**config.mk**
```make
export PLATFORM = sky130hd
export DESIGN_NAME = dpsf_div
export DESIGN_NICKNAME = d
export VERILOG_FILES = /design/src/rtl/depth_point_sphere_fit_loss_top_defines.svh /design/src/rtl/dpsf_pkg.sv /design/src/rtl/dpsf_div.sv
export SDC_FILE = /design/constraint.sdc
export NUM_CORES = 1
export LEC_CHECK = 0
export BUFFER_PORTS_ARGS = -buffer_cell sky130_fd_sc_hd__buf_4
export CAP_MARGIN = 20
export CELL_PAD_IN_SITES_DETAIL_PLACEMENT = 2
export CELL_PAD_IN_SITES_GLOBAL_PLACEMENT = 2
export CORE_MARGIN = 1.5
export CORE_UTILIZATION = 39
export DETAILED_ROUTE_END_ITERATION = 6
export PLACE_DENSITY = 0.83
export SLEW_MARGIN = 40
export SYNTH_ARGS = -nofsm -noshare
export SYNTH_HDL_FRONTEND = slang
export SYNTH_SLANG_ARGS = --single-unit
```
**constraint.sdc**
```tcl
create_clock -name i_clk -period 12.2 [get_ports i_clk]
set_input_delay 0.61 -clock i_clk [delete_from_list [all_inputs] [get_ports i_clk]]
set_output_delay 0.61 -clock i_clk [all_outputs]
set_load 0.02 [all_outputs]
```
**src/rtl/depth_point_sphere_fit_loss_top_defines.svh**
```systemverilog
// Assertion macros for the depth point sphere fit loss block.
// Taken in by the top level; the macros expect i_clk and i_rst_n in scope.
`ifndef DEPTH_POINT_SPHERE_FIT_LOSS_TOP_DEFINES_SVH
`define DEPTH_POINT_SPHERE_FIT_LOSS_TOP_DEFINES_SVH

// Antecedent implies consequent in the same cycle.
`define DPSF_ASSERT_IMP(label, ante, cons, msg) \
    label: assert property (@(posedge i_clk) disable iff (!i_rst_n) (ante) |-> (cons)) \
        else $error(msg);

// Antecedent implies consequent in the next cycle.
`define DPSF_ASSERT_NEXT(label, ante, cons, msg) \
    label: assert property (@(posedge i_clk) disable iff (!i_rst_n) (ante) |=> (cons)) \
        else $error(msg);

`endif

```
**src/rtl/dpsf_pkg.sv**
```systemverilog
// Shared types and constants of the depth point sphere fit loss block.
// Used by the divider, the square root unit, the top level and the testbench.
package dpsf_pkg;

    localparam logic [1:0] CMD_HDR = 2'd0;
    localparam logic [1:0] CMD_SPH = 2'd1;
    localparam logic [1:0] CMD_PIX = 2'd2;

    localparam logic [2:0] REG_FOCAL_X      = 3'd0;
    localparam logic [2:0] REG_FOCAL_Y      = 3'd1;
    localparam logic [2:0] REG_CENTER_U     = 3'd2;
    localparam logic [2:0] REG_CENTER_V     = 3'd3;
    localparam logic [2:0] REG_GRID_SIZE    = 3'd4;
    localparam logic [2:0] REG_SPHERE_COUNT = 3'd5;

    localparam logic [19:0] FOCAL_RST        = 20'd122880;
    localparam logic [15:0] CENTER_U_RST     = 16'd5120;
    localparam logic [15:0] CENTER_V_RST     = 16'd3840;
    localparam logic [7:0]  GRID_RST         = 8'd64;
    localparam logic [6:0]  SPHERE_COUNT_RST = 7'd41;

    localparam int DIV_NW = 57;
    localparam int DIV_DW = 48;

    localparam logic signed [25:0] Z_OFFSET    = 26'sd25600;
    localparam logic [32:0]        START_BOUND = 33'd3840000000;
    localparam logic [47:0]        SUM_MAX     = 48'hFFFF_FFFF_FFFF;
    localparam logic [22:0]        OUT_MAX     = 23'h7F_FFFF;
    localparam logic [41:0]        COORD_LIM   = 42'h100_0000_0000;
    localparam logic signed [42:0] DIFF_LIM    = 43'sd2147483647;

    typedef struct packed {
        logic signed [23:0] x;
        logic signed [23:0] y;
        logic signed [23:0] z;
        logic [22:0]        radius;
    } t_sphere;

    typedef struct packed {
        logic              start;
        logic [DIV_NW-1:0] num;
        logic [DIV_DW-1:0] den;
    } t_div_req;

    typedef struct packed {
        logic              done;
        logic [DIV_NW-1:0] quot;
    } t_div_rsp;

    typedef struct packed {
        logic        start;
        logic [63:0] radicand;
    } t_sqrt_req;

    typedef struct packed {
        logic        done;
        logic [32:0] root;
    } t_sqrt_rsp;

endpackage

```
**src/rtl/dpsf_div.sv**
```systemverilog
// Restoring unsigned divider, one quotient bit per cycle.
// Depends on dpsf_pkg for the request and response structs.
module dpsf_div import dpsf_pkg::*; (
    input  logic     i_clk,
    input  logic     i_rst_n,
    input  t_div_req i_req,
    output t_div_rsp o_rsp
);

    localparam int CNTW = $clog2(DIV_NW);

    logic              r_busy;
    logic              r_done;
    logic [CNTW-1:0]   r_cnt;
    logic [DIV_DW-1:0] r_rem;
    logic [DIV_DW-1:0] r_den;
    logic [DIV_NW-1:0] r_q;
    logic [DIV_DW:0]   n_trial;
    logic              n_fits;

    assign n_trial = {r_rem, r_q[DIV_NW-1]};
    assign n_fits  = n_trial >= {1'b0, r_den};

    always_ff @(posedge i_clk) begin
        if (!i_rst_n) begin
            r_busy <= 1'b0;
            r_done <= 1'b0;
            r_cnt  <= '0;
        end else begin
            r_done <= 1'b0;
            if (i_req.start) begin
                r_busy <= 1'b1;
                r_cnt  <= CNTW'(DIV_NW - 1);
                r_rem  <= '0;
                r_den  <= i_req.den;
                r_q    <= i_req.num;
            end else if (r_busy) begin
                if (n_fits) begin
                    r_rem <= DIV_DW'(n_trial - {1'b0, r_den});
                end else begin
                    r_rem <= n_trial[DIV_DW-1:0];
                end
                r_q <= {r_q[DIV_NW-2:0], n_fits};
                if (r_cnt == '0) begin
                    r_busy <= 1'b0;
                    r_done <= 1'b1;
                end else begin
                    r_cnt <= r_cnt - CNTW'(1);
                end
            end
        end
    end

    assign o_rsp.done = r_done;
    assign o_rsp.quot = r_q;

endmodule

```
==> results.toml <==
[outcome]
status = "finished, final reports clean"

[sta]
setup_viol = 0
finalHoldViolations = 0
holdWs_ns = 0.348
tns_ns = 0
worstMarginPinSlew_ns = 0.793
rsz0062_at_grt = "no"
fmax_ghz = 0.241
post-route-period-util_pct = 34.1
max_slew_margin_pct = 47.1
slew_viol_final = 0
fin_crit_ns = 4.16
timing.clock.skew_ns = 0.0171

[logic_synthesis]
synth_compound_area_share_pct = 14.6
synth_area_leaders = "edfxtp_1 49%, mux2_2 6.8%, ha_1 6.5%"
ys_seq_area_share_pct = 50.2
synth_adder_area_share_pct = 6.68
synth_top_family_by_area = "compound AO/OA/AOI/OAI gates"
synth.most_common_cell = "edfxtp_1"
yosys.area.top_type = "edfxtp_1"
synth_mux_area_share_pct = 6.88
async_reset_ff_share_pct = 0
ys_ff_latch = 161
synth_top_cells_by_count = "153 x edfxtp_1, 101 x nand2_1, 90 x a21oi_1, 66 x inv_1, 57 x mux2_2"
synth_fp_nets = 1054
syn_area_per_cell_sq_um = 10.6
synth.top_cell.area_share_pct = 48.5
synth_area_sq_um = 9470
synth_xor_area_share_pct = 3.61
synth_flop_cell = "edfxtp_1"
synth-simple-area-share_pct = 13.3
ys_warn_count = 0
synthCells = 896
synth-edff-count = 153
synth_cell_types = 70

[cells_and_area]
area.sequential_sq_um = 4750
diodes = 0
fin_cells = 1377
area_growth_pct = 22.1
drive_gt1_share_pct = 25.9
multiInputGateArea_sq_um = 4280
nets = 1203
nFillCells = 2506

[power]
power_frac_comb_pct = 29.7
power_density_nw_per_um2 = 154
irDropWorstVdd_v = 0.0000786
p_clk_share_pct = 31.3
switching_power_mw = 0.620
switching_share_pct = 34.8
intPower_mw = 1.16
power_frac_seq_pct = 39.0
p_leak_nw = 4.73

[clocking]
cts_htree_levels = 4
cts_buffers = 17
postCtsSetupBuffers = 0
cts-root-buf = "clkbuf_16"
clk_latency_ns = 0.44
post_cts_resized = 0
path_clk_slew_ns = 0.08
clkSinkCount = 161
ctsHoldBuffers = 0
tritoncts = "yes"
max-clock-path-buffers = 2

[route]
wl_per_cell_um = 22.4
drt_first_pass_iters = 4
wl_um = 30900
drc = 0
drt_iter0_markers = 356
vias = 7624
avgViaCountPerCell = 5.54
ant_nets = 0

[floorplanning]
core_sq_um = 23700
die_y_um = 159
io_pins = 166
row_count = 56
start_util_pct = 40.0
dieArea_sq_um = 25200
die_w_um = 159

[critical_path]
cp_cell_sequence = "ha_1, nor2b_1, o2111ai_1, a31oi_2, a31oi_1, nand2_1, a311oi_2, or2_1, buf_4, mux2i_1, nand3_1"
cp_slowest_cell = "or2_1"
start_kind = "register"
cp.required_ns = 12.38
endpoint_kind = "register"
cpPeakStageDelay_ns = 0.69
crit_fanout = 30
worstSetupPathType = "register to register"
worstPathArrival_ns = 4.34

[grt]
grt_usage_pct = 24.8
grt_overflow_total = 0
grt_pass1_vias = 8729
grt_max_degree = 77
grt_antenna_before_repair = 0
grt_pass1_wl_um = 48700

[placed_design]
place_inst = 1345
numPortBuffers = 165
gp_congestion = 0.806
hpwl_um = 22100

[run]
maxCapViolCount = 0

[min_path]
hold_path.class = "input port to register"
cells in the final DEF, fill, tap and decap left out, drive strengths merged, types with 5 or more instances in the layout:
master    n
buf     170
edfxtp  153
nand2   101
a21oi    92
inv      74
mux2     57
nor2     53
ha       49
o21ai    34
xnor2    27
a21o     20
nor3     20
nand3    19
clkbuf   18
a211oi   15
nand4    15
xor2     12
nor2b    11
and3     10
o21bai   10
o21a      9
a31oi     9
dfxtp     8
a21boi    5
nand2b    5
nor4      5
layer usage:
metal  vias to the layer above  GRT usage [%]  wire length (um)
met5                         -              0                 0
met4                         0           7.53               564
met3                        38           6.95              1950
met2                       216           44.4             15700
met1                      3798           28.5             12600
li1                       3572              -                 -
registers in the layout, summed over array words and instances, names as in the netlist:
name	count
r_busy	1
r_done	1
r_den	48
r_rem	48
r_q	57
r_cnt	6
through the flow:
step | total power [mW] | setup WS (ns) | area, sq um | util [%]
floorplan | 1.06 | 7.88 | 9470 | -
global placement | 1.20 | 8.24 | 11000 | 46.3
detailed placement | 1.23 | 8.10 | 11000 | 46.3
CTS | 1.79 | 8.02 | 11600 | 48.8
global route | 1.87 | 7.75 | 11600 | 48.8
finish | 1.78 | 8.04 | 11600 | 48.8
cell type report:
| type | count | share of cell area (%) |
|---|---|---|
| repair buffers | 170 | 11.1 |
| inverters | 67 | 2.18 |
| multi-input cells | 628 | 37.0 |
| flip-flops and latches | 161 | 41.1 |
| well taps | 319 | 3.45 |
| clock buffers | 18 | 3.71 |
| clock inverters | 14 | 1.41 |
final timing paths:
path                                start        end  slack (ns)  depth (start not counted)
worst min register to register   r_cnt[1]   r_cnt[1]        0.57                          2
worst max-delay path             r_rem[0]  r_rem[47]        8.04                         11
worst min-delay path            i_req[15]  r_den[15]        0.35                          1
worst max register to register   r_rem[0]  r_rem[47]        8.04                         11
cell families (layout without fill, tap and decap cells):
logic type | count (synthesis) | count (layout)
and+or+nand+nor | 261 | 261
AOI/OAI and AO/OA | 220 | 220
DFF | 161 | 161
buffers and inverters | 107 | 269
muxes | 58 | 58
adders and majority gates | 50 | 50
xor gates and xnor gates | 39 | 39
worst max-delay path, delay by kind of cell (launching register included):
family                   cells  cell delay, ns
AND/OR/NAND/NOR              4            1.09
multiplexers                 1            0.23
buffers and inverters        1            0.49
AO/OA/AOI/OAI                4            1.26
adder cells (fa/ha/maj)      1            0.35
flip-flops                   1            0.46
power by group through the flow:
stage / Sequential [mW] / Clock [mW] / Combinational, mW
after floorplan: 0.715 / 0 / 0.346
after global placement: 0.703 / 0 / 0.500
after detailed placement: 0.707 / 0 / 0.522
after CTS: 0.697 / 0.567 / 0.532
after global routing: 0.701 / 0.585 / 0.580
final: 0.696 / 0.559 / 0.529
Note: power is estimated with default switching activity, not from simulation.
