**src/rtl/depth_point_sphere_fit_loss_top_defines.svh**
```systemverilog
// Assertion macros for the depth point sphere fit loss block.
// Taken in by the top level; the macros expect i_clk and i_rst_n in scope.
`ifndef DEPTH_POINT_SPHERE_FIT_LOSS_TOP_DEFINES_SVH
`define DEPTH_POINT_SPHERE_FIT_LOSS_TOP_DEFINES_SVH

// Antecedent implies consequent in the same cycle.
`define DPSF_ASSERT_IMP(label, ante, cons, msg) \
    label: assert property (@(posedge i_clk) disable iff (!i_rst_n) (ante) |-> (cons)) \
        else $error(msg);

// Antecedent implies consequent in the next cycle.
`define DPSF_ASSERT_NEXT(label, ante, cons, msg) \
    label: assert property (@(posedge i_clk) disable iff (!i_rst_n) (ante) |=> (cons)) \
        else $error(msg);

`endif

```
**src/rtl/dpsf_pkg.sv**
```systemverilog
// Shared types and constants of the depth point sphere fit loss block.
// Used by the divider, the square root unit, the top level and the testbench.
package dpsf_pkg;

    localparam logic [1:0] CMD_HDR = 2'd0;
    localparam logic [1:0] CMD_SPH = 2'd1;
    localparam logic [1:0] CMD_PIX = 2'd2;

    localparam logic [2:0] REG_FOCAL_X      = 3'd0;
    localparam logic [2:0] REG_FOCAL_Y      = 3'd1;
    localparam logic [2:0] REG_CENTER_U     = 3'd2;
    localparam logic [2:0] REG_CENTER_V     = 3'd3;
    localparam logic [2:0] REG_GRID_SIZE    = 3'd4;
    localparam logic [2:0] REG_SPHERE_COUNT = 3'd5;

    localparam logic [19:0] FOCAL_RST        = 20'd122880;
    localparam logic [15:0] CENTER_U_RST     = 16'd5120;
    localparam logic [15:0] CENTER_V_RST     = 16'd3840;
    localparam logic [7:0]  GRID_RST         = 8'd64;
    localparam logic [6:0]  SPHERE_COUNT_RST = 7'd41;

    localparam int DIV_NW = 57;
    localparam int DIV_DW = 48;

    localparam logic signed [25:0] Z_OFFSET    = 26'sd25600;
    localparam logic [32:0]        START_BOUND = 33'd3840000000;
    localparam logic [47:0]        SUM_MAX     = 48'hFFFF_FFFF_FFFF;
    localparam logic [22:0]        OUT_MAX     = 23'h7F_FFFF;
    localparam logic [41:0]        COORD_LIM   = 42'h100_0000_0000;
    localparam logic signed [42:0] DIFF_LIM    = 43'sd2147483647;

    typedef struct packed {
        logic signed [23:0] x;
        logic signed [23:0] y;
        logic signed [23:0] z;
        logic [22:0]        radius;
    } t_sphere;

    typedef struct packed {
        logic              start;
        logic [DIV_NW-1:0] num;
        logic [DIV_DW-1:0] den;
    } t_div_req;

    typedef struct packed {
        logic              done;
        logic [DIV_NW-1:0] quot;
    } t_div_rsp;

    typedef struct packed {
        logic        start;
        logic [63:0] radicand;
    } t_sqrt_req;

    typedef struct packed {
        logic        done;
        logic [32:0] root;
    } t_sqrt_rsp;

endpackage

```
**src/rtl/dpsf_sqrt.sv**
```systemverilog
// Digit-by-digit integer square root of a 64-bit value, rounded to nearest.
// Depends on dpsf_pkg for the request and response structs.
module dpsf_sqrt import dpsf_pkg::*; (
    input  logic      i_clk,
    input  logic      i_rst_n,
    input  t_sqrt_req i_req,
    output t_sqrt_rsp o_rsp
);

    logic        r_busy;
    logic        r_done;
    logic [4:0]  r_cnt;
    logic [63:0] r_x;
    logic [63:0] r_r;
    logic [63:0] r_bit;
    logic [64:0] n_sum;

    assign n_sum = {1'b0, r_r} + {1'b0, r_bit};

    always_ff @(posedge i_clk) begin
        if (!i_rst_n) begin
            r_busy <= 1'b0;
            r_done <= 1'b0;
            r_cnt  <= '0;
        end else begin
            r_done <= 1'b0;
            if (i_req.start) begin
                r_busy <= 1'b1;
                r_cnt  <= 5'd31;
                r_x    <= i_req.radicand;
                r_r    <= '0;
                r_bit  <= 64'h4000_0000_0000_0000;
            end else if (r_busy) begin
                if ({1'b0, r_x} >= n_sum) begin
                    r_x <= r_x - n_sum[63:0];
                    r_r <= (r_r >> 1) + r_bit;
                end else begin
                    r_r <= r_r >> 1;
                end
                r_bit <= r_bit >> 2;
                if (r_cnt == '0) begin
                    r_busy <= 1'b0;
                    r_done <= 1'b1;
                end else begin
                    r_cnt <= r_cnt - 5'd1;
                end
            end
        end
    end

    // A remainder above the root means the true root lies past the half step.
    assign o_rsp.done = r_done;
    assign o_rsp.root = (r_x > r_r) ? 33'(r_r) + 33'd1 : 33'(r_r);

endmodule

```
**config.mk**
```make
export PLATFORM = sky130hd
export DESIGN_NAME = dpsf_sqrt
export DESIGN_NICKNAME = d
export VERILOG_FILES = /design/src/rtl/depth_point_sphere_fit_loss_top_defines.svh /design/src/rtl/dpsf_pkg.sv /design/src/rtl/dpsf_sqrt.sv
export SDC_FILE = /design/constraint.sdc
export NUM_CORES = 1
export LEC_CHECK = 0
export BUFFER_PORTS_ARGS = -buffer_cell sky130_fd_sc_hd__buf_2
export CAP_MARGIN = 25
export CORE_ASPECT_RATIO = 0.8
export CORE_MARGIN = 3
export CORE_UTILIZATION = 30
export CTS_CLUSTER_SIZE = 40
export DETAILED_ROUTE_END_ITERATION = 12
export GPL_ROUTABILITY_DRIVEN = 0
export PLACE_DENSITY_LB_ADDON = 0.12
export SLEW_MARGIN = 20
export SYNTH_ARGS = -nofsm -noshare
export SYNTH_HDL_FRONTEND = slang
export SYNTH_SLANG_ARGS = --single-unit
```
**constraint.sdc**
```tcl
create_clock -name i_clk -period 12.2 [get_ports i_clk]
set_clock_uncertainty 0.05 [all_clocks]
set_input_delay 0.61 -clock i_clk [delete_from_list [all_inputs] [get_ports i_clk]]
set_output_delay 0.61 -clock i_clk [all_outputs]
set_load 0.05 [all_outputs]
```
==> results of run 1 <==
-- cell families after synthesis --
logic type,after synthesis,share of synthesized area [%]
xor+xnor,177,8.64
buf+inv,204,4.63
compound gates,695,25.3
simple gates,702,19.5
flops,167,27.6
mux,7,0.426
fa+ha+maj,198,13.9
-- critical path: cells and delay by family (launching register included) --
family                     cells  cell delay, ns
AOI/OAI and AO/OA              8            2.42
and+or+nand+nor               10            2.23
adders and majority gates      2            0.85
buffers and inverters          2            0.85
DFF                            1            0.53
xor gates and xnor gates       1            0.19
-- cells in the mapped netlist (12+ instances only) --
| master | count |
|---|---|
| nand2_1 | 208 |
| ha_1 | 197 |
| a21oi_1 | 160 |
| edfxtp_1 | 160 |
| nor2_1 | 141 |
| o21ai_0 | 140 |
| xnor2_1 | 137 |
| inv_1 | 104 |
| a21o_1 | 75 |
| a31oi_1 | 68 |
| nand4_1 | 67 |
| clkbuf_1 | 66 |
| nor3_1 | 65 |
| nand3_1 | 59 |
| a211oi_1 | 41 |
| nor2b_1 | 40 |
| xor2_1 | 40 |
| o31ai_1 | 35 |
| o21bai_1 | 29 |
| and3_1 | 25 |
| nor4_1 | 24 |
| a31o_2 | 20 |
| buf_2 | 19 |
| o211ai_1 | 16 |
| and2_1 | 14 |
| o21a_1 | 14 |
| o311ai_0 | 12 |
-- where the power goes --
group / internal [mW] / switching (mW) / leakage [nW]
registers: 0.733 / 0.0924 / 1.60
logic: 0.564 / 1.05 / 5.71
clock network: 0.318 / 0.266 / 0.281
-- flip-flops by register name (all words and copies together) (netlist names) --
signal / count
r_busy: 1
r_r: 64
r_done: 1
r_cnt: 5
r_x: 64
r_bit: 32
-- path summary, 6_finish.rpt --
path	slack, ns	depth (start not counted)	to
worst max-delay path	4.66	23	r_x[31]
worst min-delay path	0.35	3	r_x[24]
worst max register to register	4.66	23	r_x[31]
worst min register to register	0.44	2	r_done
-- metal layers --
layer / vias up / routed length [um]
li1: 8210 / -
met1: 8310 / 33600
met2: 553 / 27100
met3: 54 / 4390
met4: 0 / 1150
met5: - / 0
-- cell type report --
| class | instances | area (sq um) |
|---|---|---|
| Clock buffer | 17 | 425 |
| Sequential cell | 167 | 4940 |
| Fill cell | 6198 | 38900 |
| Tap cell | 769 | 962 |
| Inverter | 109 | 409 |
| Antenna cell | 1 | 2.50 |
| Multi-Input combinational cell | 1779 | 12200 |
| Clock inverter | 15 | 160 |
| Timing Repair Buffer | 118 | 642 |
-- stage by stage --
stage | area, sq um | cells | setup slack [ns]
2_1_floorplan | 17900 | 2150 | 2.18
3_3_place_gp | 19100 | 2941 | 4.86
3_5_place_dp | 19200 | 2942 | 4.81
4_1_cts | 19700 | 2974 | 4.82
5_1_grt | 19700 | 2974 | 4.37
6_report | 19700 | 2975 | 4.66
==> results.cfg, run 1 <==
[status]
status = finished clean

[worst_setup_path]
r2r-start = r_r[4]
crit_path_start_kind = flop
cp-startpoint = r_r[4]
critPathCaptureType = flop
cp.required_ns = 12.27
cp_cell_sequence = ha_1 -> a21oi_1 -> o31ai_2 -> nand4_1 -> a31oi_1 -> nor2_1 -> nor2_1 -> a21oi_1 -> nor2_1 -> o21ai_0 -> xor2_1 -> ha_1 -> nand3_1 -> nor3_1 -> nand2_1 -> and3_1 -> a31oi_1 -> o21ai_1 -> or3b_1 -> buf_4 -> nand2_1 -> a21boi_4 -> buf_4
critPathMaxFanout = 32
worst_ep_arrival_time_ns = 7.61
crit_top_cell = nor2_1
crit_path_max_incr_delay_ns = 0.60
path_class = flop to flop
cp_slowest_cell = a31oi_1

[global_routing]
grt_max_degree = 73
busiest_layer = met1
gr-total-overflow = 0
grt_pass1_wl_mm = 102
grt_pass1_vias = 16497
met2_usage_pct = 30.0
grt_use_total_pct = 21.0
grt_util_met3_pct = 4.30
use_met1_pct = 31.9
antenna_found_initial = 1

[timing]
setup_tns_ns = 0
holdWs_ns = 0.348
hold_viol_final = 0
maxSlewViolCount = 0
finalCriticalPeriod_ns = 7.54
tightest_slew_ns = 0.985
finalSetupViolCount = 0
grt_setup_unrepaired = false
period_share_pct = 61.8
max_freq_ghz = 0.133
slew_headroom_pct = 34.1

[cells_and_area]
area_growth_pct = 10.1
num-nets-final = 2457
layout_commonest_cell = nand2_1
post-route-util_pct = 33.7
drive_gt1_share_pct = 9.39
most-common-layout-cells = nand2_1, ha_1, a21oi_1, edfxtp_1, nor2_1

[clock_network]
cts_tree = yes
cts_buffers = 17
postCtsSetupBuffers = 0
clk_pin_slew_ns = 0.08
clock_latency_ns = 0.49
clockBufferDepth = 2
numClockSinks = 167
ctsResizeCount = 0
ctsRootBufferMaster = clkbuf_16
hold_buffers = 0
h-tree-depth = 4

[routing]
drc_errors = 0
ant_nets = 0
dr_total_vias = 17127
wirelength_mm = 66.2
avgRoutedWirePerCell_um = 22.2
drtIter0Drc = 1705
via_per_inst = 5.76
drt-pass1-iter-count = 5

[run]
cap_violations = 0

[yosys]
synth.avg_cell_area_sq_um = 8.34
synth.top_cell.area_share_pct = 26.8
async_flop_share_pct = 0
netlist_top_cells_area = edfxtp_1, ha_1, xnor2_1, a21oi_1, nand2_1
yosysTopAreaCell = edfxtp_1
syn_area_sq_um = 17900
synth.distinct_cells = 91
synth.yosys.seq_area_share_pct = 27.6
ys_ff_latch = 167
synth_edf_count = 160
synth_flop_cell = edfxtp_1
synth_warnings = 0
synthCells = 2150
syn-num-nets = 2415

[min_path]
hold_class = primary input to flop
hp-start = i_req[24]

[power]
power_density_nw_per_um2 = 153
power_mw = 3.02
leakage_nw = 7.59
ir_drop_mv = 0.114

[die]
die-area_sq_um = 62800
die_y_um = 225
core_sq_um = 58600
io_pins = 101
die_x_um = 279
start_util_pct = 30.6
num_rows = 79

[placed_design]
dpl.hpwl_mm = 51.4
port_buffers = 100
No activity file was read; power rests on OpenSTA's default activity.
==> run 2: changes to the inputs <==
- clock period: 12.2 -> 7.7 ns (I/O delays scaled with it)
==> run 2 against run 1 <==
  * Total power increased by 61%
  * Die area stayed put
  * Fmax up 3.5%
  * Utilization up 0.37 points
  * Non-clock buffer count is 13 higher
  * Wire length about the same
  * Largest power group unchanged
==> results.cfg, run 2 (same netlist as run 1, synthesis figures left out) <==
[cells_and_area]
drive_gt1_share_pct = 10.4
instances_no_fill = 2988
multi_input_comb_area_sq_um = 12300
layout_commonest_cell = nand2_1
fillers = 6134
area_growth_pct = 11.3
num-nets-final = 2470
reg_top3 = r_r (64), r_x (64), r_bit (32)
most-common-layout-cells = nand2_1, ha_1, edfxtp_1, a21oi_1, nor2_1
seq_area_sq_um = 4940

[timing]
grt_setup_unrepaired = false
holdWs_ns = 0.103
period_share_pct = 94.5
finalSetupViolCount = 0
max_freq_ghz = 0.137
setup_tns_ns = 0
hold_viol_final = 0
tightest_slew_ns = 0.988
finalCriticalPeriod_ns = 7.28
slew_headroom_pct = 33.8
maxSlewViolCount = 0

[global_routing]
grt_max_degree = 65
grt_pass1_wl_mm = 99.8
grt_pass1_vias = 15870
grt_use_total_pct = 20.8
antenna_found_initial = 0
gr-total-overflow = 0

[power]
leakage_nw = 7.70
power_mw = 4.86
clock_power_share_pct = 19.3
ir_drop_mv = 0.132
power.net_switching_mw = 2.28
p_comb_share_pct = 54.1
swShare_pct = 47.0
p_seq_share_pct = 26.6
p_int_mw = 2.58
power_density_nw_per_um2 = 243

[clock_network]
clk_pin_slew_ns = 0.08
h-tree-depth = 4
clockBufferDepth = 2
ctsRootBufferMaster = clkbuf_16
numClockSinks = 167
clock_latency_ns = 0.50
cts_buffers = 17
ctsResizeCount = 0
cts_tree = yes
postCtsSetupBuffers = 0
hold_buffers = 0

[routing]
drtIter0Drc = 1582
ant_nets = 0
wirelength_mm = 66.2
dr_total_vias = 17109
drc_errors = 0
avgRoutedWirePerCell_um = 22.1
via_per_inst = 5.73
drt-pass1-iter-count = 6

[worst_setup_path]
path_class = flop to flop
cp.required_ns = 7.88
rrSetupSlack_ns = 0.42
crit_path_start_kind = flop
worst_ep_arrival_time_ns = 7.46
cp_cell_sequence = ha_1 -> a21oi_1 -> o31ai_2 -> buf_4 -> nand4_1 -> a31oi_1 -> nor2_1 -> nor2_1 -> a21oi_1 -> nor2_1 -> o21ai_0 -> xor2_1 -> ha_1 -> nand3_1 -> nor3_2 -> nand2_1 -> and3_1 -> a31oi_1 -> o21ai_1 -> or3b_1 -> buf_4 -> a21oi_1 -> a311oi_1
cp_slowest_cell = a31oi_1
critPathCaptureType = flop
crit_path_max_incr_delay_ns = 0.67
critPathMaxFanout = 31

[die]
die_x_um = 279
die_y_um = 225
num_rows = 79
die-area_sq_um = 62800
core_sq_um = 58600
start_util_pct = 30.6
io_pins = 101

[placed_design]
place_inst = 2953
dpl.hpwl_mm = 51.8
port_buffers = 100

[run]
cap_violations = 0

[status]
status = finished clean

[min_path]
hold_class = primary input to flop
-- run 2: cell count changes in the layout (fill, tap and decap cells not counted), moves of 2 or more --
| cell | previous run | this run |
|---|---|---|
| inv_6 | 1 | 4 |
| a21oi_2 | 1 | 3 |
| clkinv_2 | 2 | 0 |
| clkinv_1 | 8 | 4 |
| a21oi_1 | 160 | 158 |
| clkinv_4 | 2 | 5 |
| nand2_1 | 208 | 206 |
| buf_4 | 17 | 28 |
-- run 2: power by group through the flow --
stage | Clock, mW | Sequential, mW | Combinational [mW]
final | 0.940 | 1.29 | 2.63
after global routing | 0.996 | 1.31 | 2.88
after CTS | 0.966 | 1.29 | 2.59
after detailed placement | 0 | 1.31 | 2.58
after global placement | 0 | 1.31 | 2.57
after floorplan | 0 | 1.25 | 1.87
-- run 2: critical path: cells and delay by family, from the launching register on --
family                     cells  cell delay [ns]
xor gates and xnor gates       1             0.19
DFF                            1             0.52
adders and majority gates      2             0.85
and+or+nand+nor                9             1.97
AOI/OAI and AO/OA              9             2.76
buffers and inverters          2             0.67
-- run 2: layout make-up --
cell class	instances	share of cell area [%]
Inverter	109	2.05
Multi-Input combinational cell	1779	61.5
Clock buffer	17	2.13
Sequential cell	167	24.8
Tap cell	769	4.82
Timing Repair Buffer	131	3.87
Antenna cell	1	0.0125
Clock inverter	15	0.846
-- run 2: metrics by stage --
stage	cell area (sq um)	worst slack, ns	util (%)
floorplan	18000	-1.93	-
global placement	19300	0.434	33.0
detailed placement	19300	0.578	33.0
CTS	19900	0.589	34.0
global route	20000	0.167	34.1
finish	20000	0.420	34.1
-- run 2: layer usage --
layer | track usage [%] | share of wire [%] | vias to the layer above
li1 | - | - | 8234
met1 | 32.1 | 51 | 8262
met2 | 29.8 | 41 | 567
met3 | 3.12 | 6.5 | 46
met4 | 5.55 | 1.6 | 0
met5 | 0 | 0 | -
-- run 2: final timing paths --
path	start	to	cells after the start
worst max-delay path	r_r[4]	r_r[28]	23
worst min-delay path	i_req[0]	r_x[0]	3
worst max register to register	r_r[4]	r_r[28]	23
worst min register to register	r_busy	r_done	2
==> run 3: changes to the inputs <==
- ABC_AREA: not set -> 1
==> run 3 against run 2 <==
  * Via count rose by 35%
  * Utilization is 0.80 points lower
  * Die area is 19% higher
  * Sequential power is 3% higher
  * Area after synthesis grew 20%
  * Sequential cell count unchanged
  * Critical path type unchanged
==> results.cfg, run 3 <==
[global_routing]
grt_max_degree = 68
antenna_found_initial = 0
grt_pass1_vias = 20496
grt_pass1_wl_mm = 137
gr-total-overflow = 0
grt_use_total_pct = 24.3

[power]
ir_drop_mv = 0.195
power_density_nw_per_um2 = 223
leakage_nw = 10.5
power_mw = 5.24

[timing]
maxSlewViolCount = 0
period_share_pct = 86.7
setup_tns_ns = 0
fin_ws_ns = 1.02
finalCriticalPeriod_ns = 6.68
max_freq_ghz = 0.150
tightest_slew_ns = 0.978
hold_viol_final = 0
holdWs_ns = 0.0863
slew_headroom_pct = 34.1
finalSetupViolCount = 0
grt_setup_unrepaired = false

[cells_and_area]
layout_commonest_cell = nand2_1
most-common-layout-cells = nand2_1, inv_1, nor2_1, nand3_1, a21oi_1
drive_gt1_share_pct = 6.21
post-route-util_pct = 33.3
num-nets-final = 3749
instances_no_fill = 4431
reg_top3 = r_r (64), r_x (64), r_bit (32)
diodes = 0
fin_area_sq_um = 23500
area_growth_pct = 9.42

[clock_network]
ctsResizeCount = 0
clock_latency_ns = 0.52
postCtsSetupBuffers = 0
numClockSinks = 167
h-tree-depth = 4
ctsRootBufferMaster = clkbuf_16
hold_buffers = 0
cts_buffers = 17
cts_tree = yes
clk_pin_slew_ns = 0.08
clockBufferDepth = 2

[yosys]
synth_edf_count = 160
synth_top_family_by_area = simple AND/OR/NAND/NOR gates
synth.avg_cell_area_sq_um = 6.28
synth_warnings = 0
synth.top_cell.area_share_pct = 22.3
synth.yosys.seq_area_share_pct = 23.0
synth_xor_area_share_pct = 6.07
netlist_top_cells_area = edfxtp_1, nand2_1, ha_1, inv_1, nor2_1
synth_flop_cell = edfxtp_1
synth.distinct_cells = 51
yosysMostFrequentCell = nand2_1
async_flop_share_pct = 0
synth_compound_area_share_pct = 14.4
yosysTopAreaCell = edfxtp_1
ys_top_cells_by_count = nand2_1, inv_1, nor2_1
synthMuxAreaShare_pct = 0
synthAdderAreaFrac_pct = 11.6
syn_area_sq_um = 21500
syn-num-nets = 3688
synthCells = 3423
yosys.area_share.simple_pct = 34.9
ys_ff_latch = 167

[routing]
ant_nets = 0
dr_total_vias = 23058
via_per_inst = 5.20
wirelength_mm = 93.7
drt-pass1-iter-count = 6
avgRoutedWirePerCell_um = 21.2
drtIter0Drc = 2592
drc_errors = 0

[min_path]
hold_class = primary input to flop
hp-start = i_req[61]

[worst_setup_path]
cp.required_ns = 8.03
crit_path_start_kind = flop
worst_ep_arrival_time_ns = 7.01
r2r-start = r_r[2]
cp-startpoint = r_r[2]
critPathMaxFanout = 31
path_class = flop to flop
critPathCaptureType = flop

[run]
cap_violations = 0

[die]
num_rows = 87
die_y_um = 245
die-area_sq_um = 74900
start_util_pct = 30.4
core_sq_um = 70800
die_x_um = 305
io_pins = 101

[status]
status = finished clean

[placed_design]
postPlaceCellArea_sq_um = 23000
place_ws_ns = 1.23
dpl.hpwl_mm = 77.7
place_inst = 4399
port_buffers = 100
run 3: final timing paths:
path                            cells past startpoint  endpoint  slack (ns)
worst max-delay path                               26   r_r[12]        1.02
worst min register to register                      2  r_cnt[1]        0.42
worst max register to register                     26   r_r[12]        1.02
worst min-delay path                                3   r_x[61]        0.09
run 3: metal layers:
| metal | global-route usage, % | part of all wire (%) | vias to the layer above |
|---|---|---|---|
| li1 | - | - | 11446 |
| met5 | 0 | 0 | - |
| met3 | 5.10 | 8.5 | 76 |
| met4 | 5.77 | 1.8 | 0 |
| met2 | 34.0 | 39 | 973 |
| met1 | 37.4 | 50 | 10563 |
run 3: power breakdown:
| group | switching [mW] | internal [mW] | leakage (nW) |
|---|---|---|---|
| Clock | 0.449 | 0.444 | 0.265 |
| Sequential | 0.171 | 1.16 | 1.60 |
| Combinational | 2.12 | 0.894 | 8.62 |
run 3: final cells by class:
type | instances | area [sq um]
clock buffers | 17 | 425
clock inverters | 15 | 128
fillers | 8026 | 47200
inverters | 460 | 1730
multi-input cells | 2710 | 14400
flip-flops and latches | 167 | 4940
well taps | 934 | 1170
repair buffers | 128 | 726
run 3: worst max-delay path, cell delays in order, from the launching register on:
cell      delay (ns)
edfxtp_1        0.54
ha_1            0.40
nand3_1         0.11
nand2_1         0.13
nand2_1         0.06
nand2_1         0.16
inv_1           0.05
o21ai_0         0.66
a31oi_1         0.24
o21ai_0         0.65
a21oi_1         0.18
xor2_1          0.26
ha_1            0.33
nand2_1         0.12
nor2_1          0.08
nand2_1         0.13
nor3_1          0.06
nand2_1         0.13
o21ai_0         0.12
nand3_1         0.08
nand2_1         0.09
nor2_4          0.69
nand2_4         0.29
nor2_4          0.28
buf_4           0.40
nand2_1         0.09
nand2_1         0.08
run 3: cell families (layout without fill, tap and decap cells):
group	count (synthesis)	count (layout)
AND/OR/NAND/NOR	1791	1791
AO/OA/AOI/OAI	572	572
buffers and inverters	546	620
adder cells (fa/ha/maj)	198	198
flip-flops	167	167
XOR/XNOR	149	149
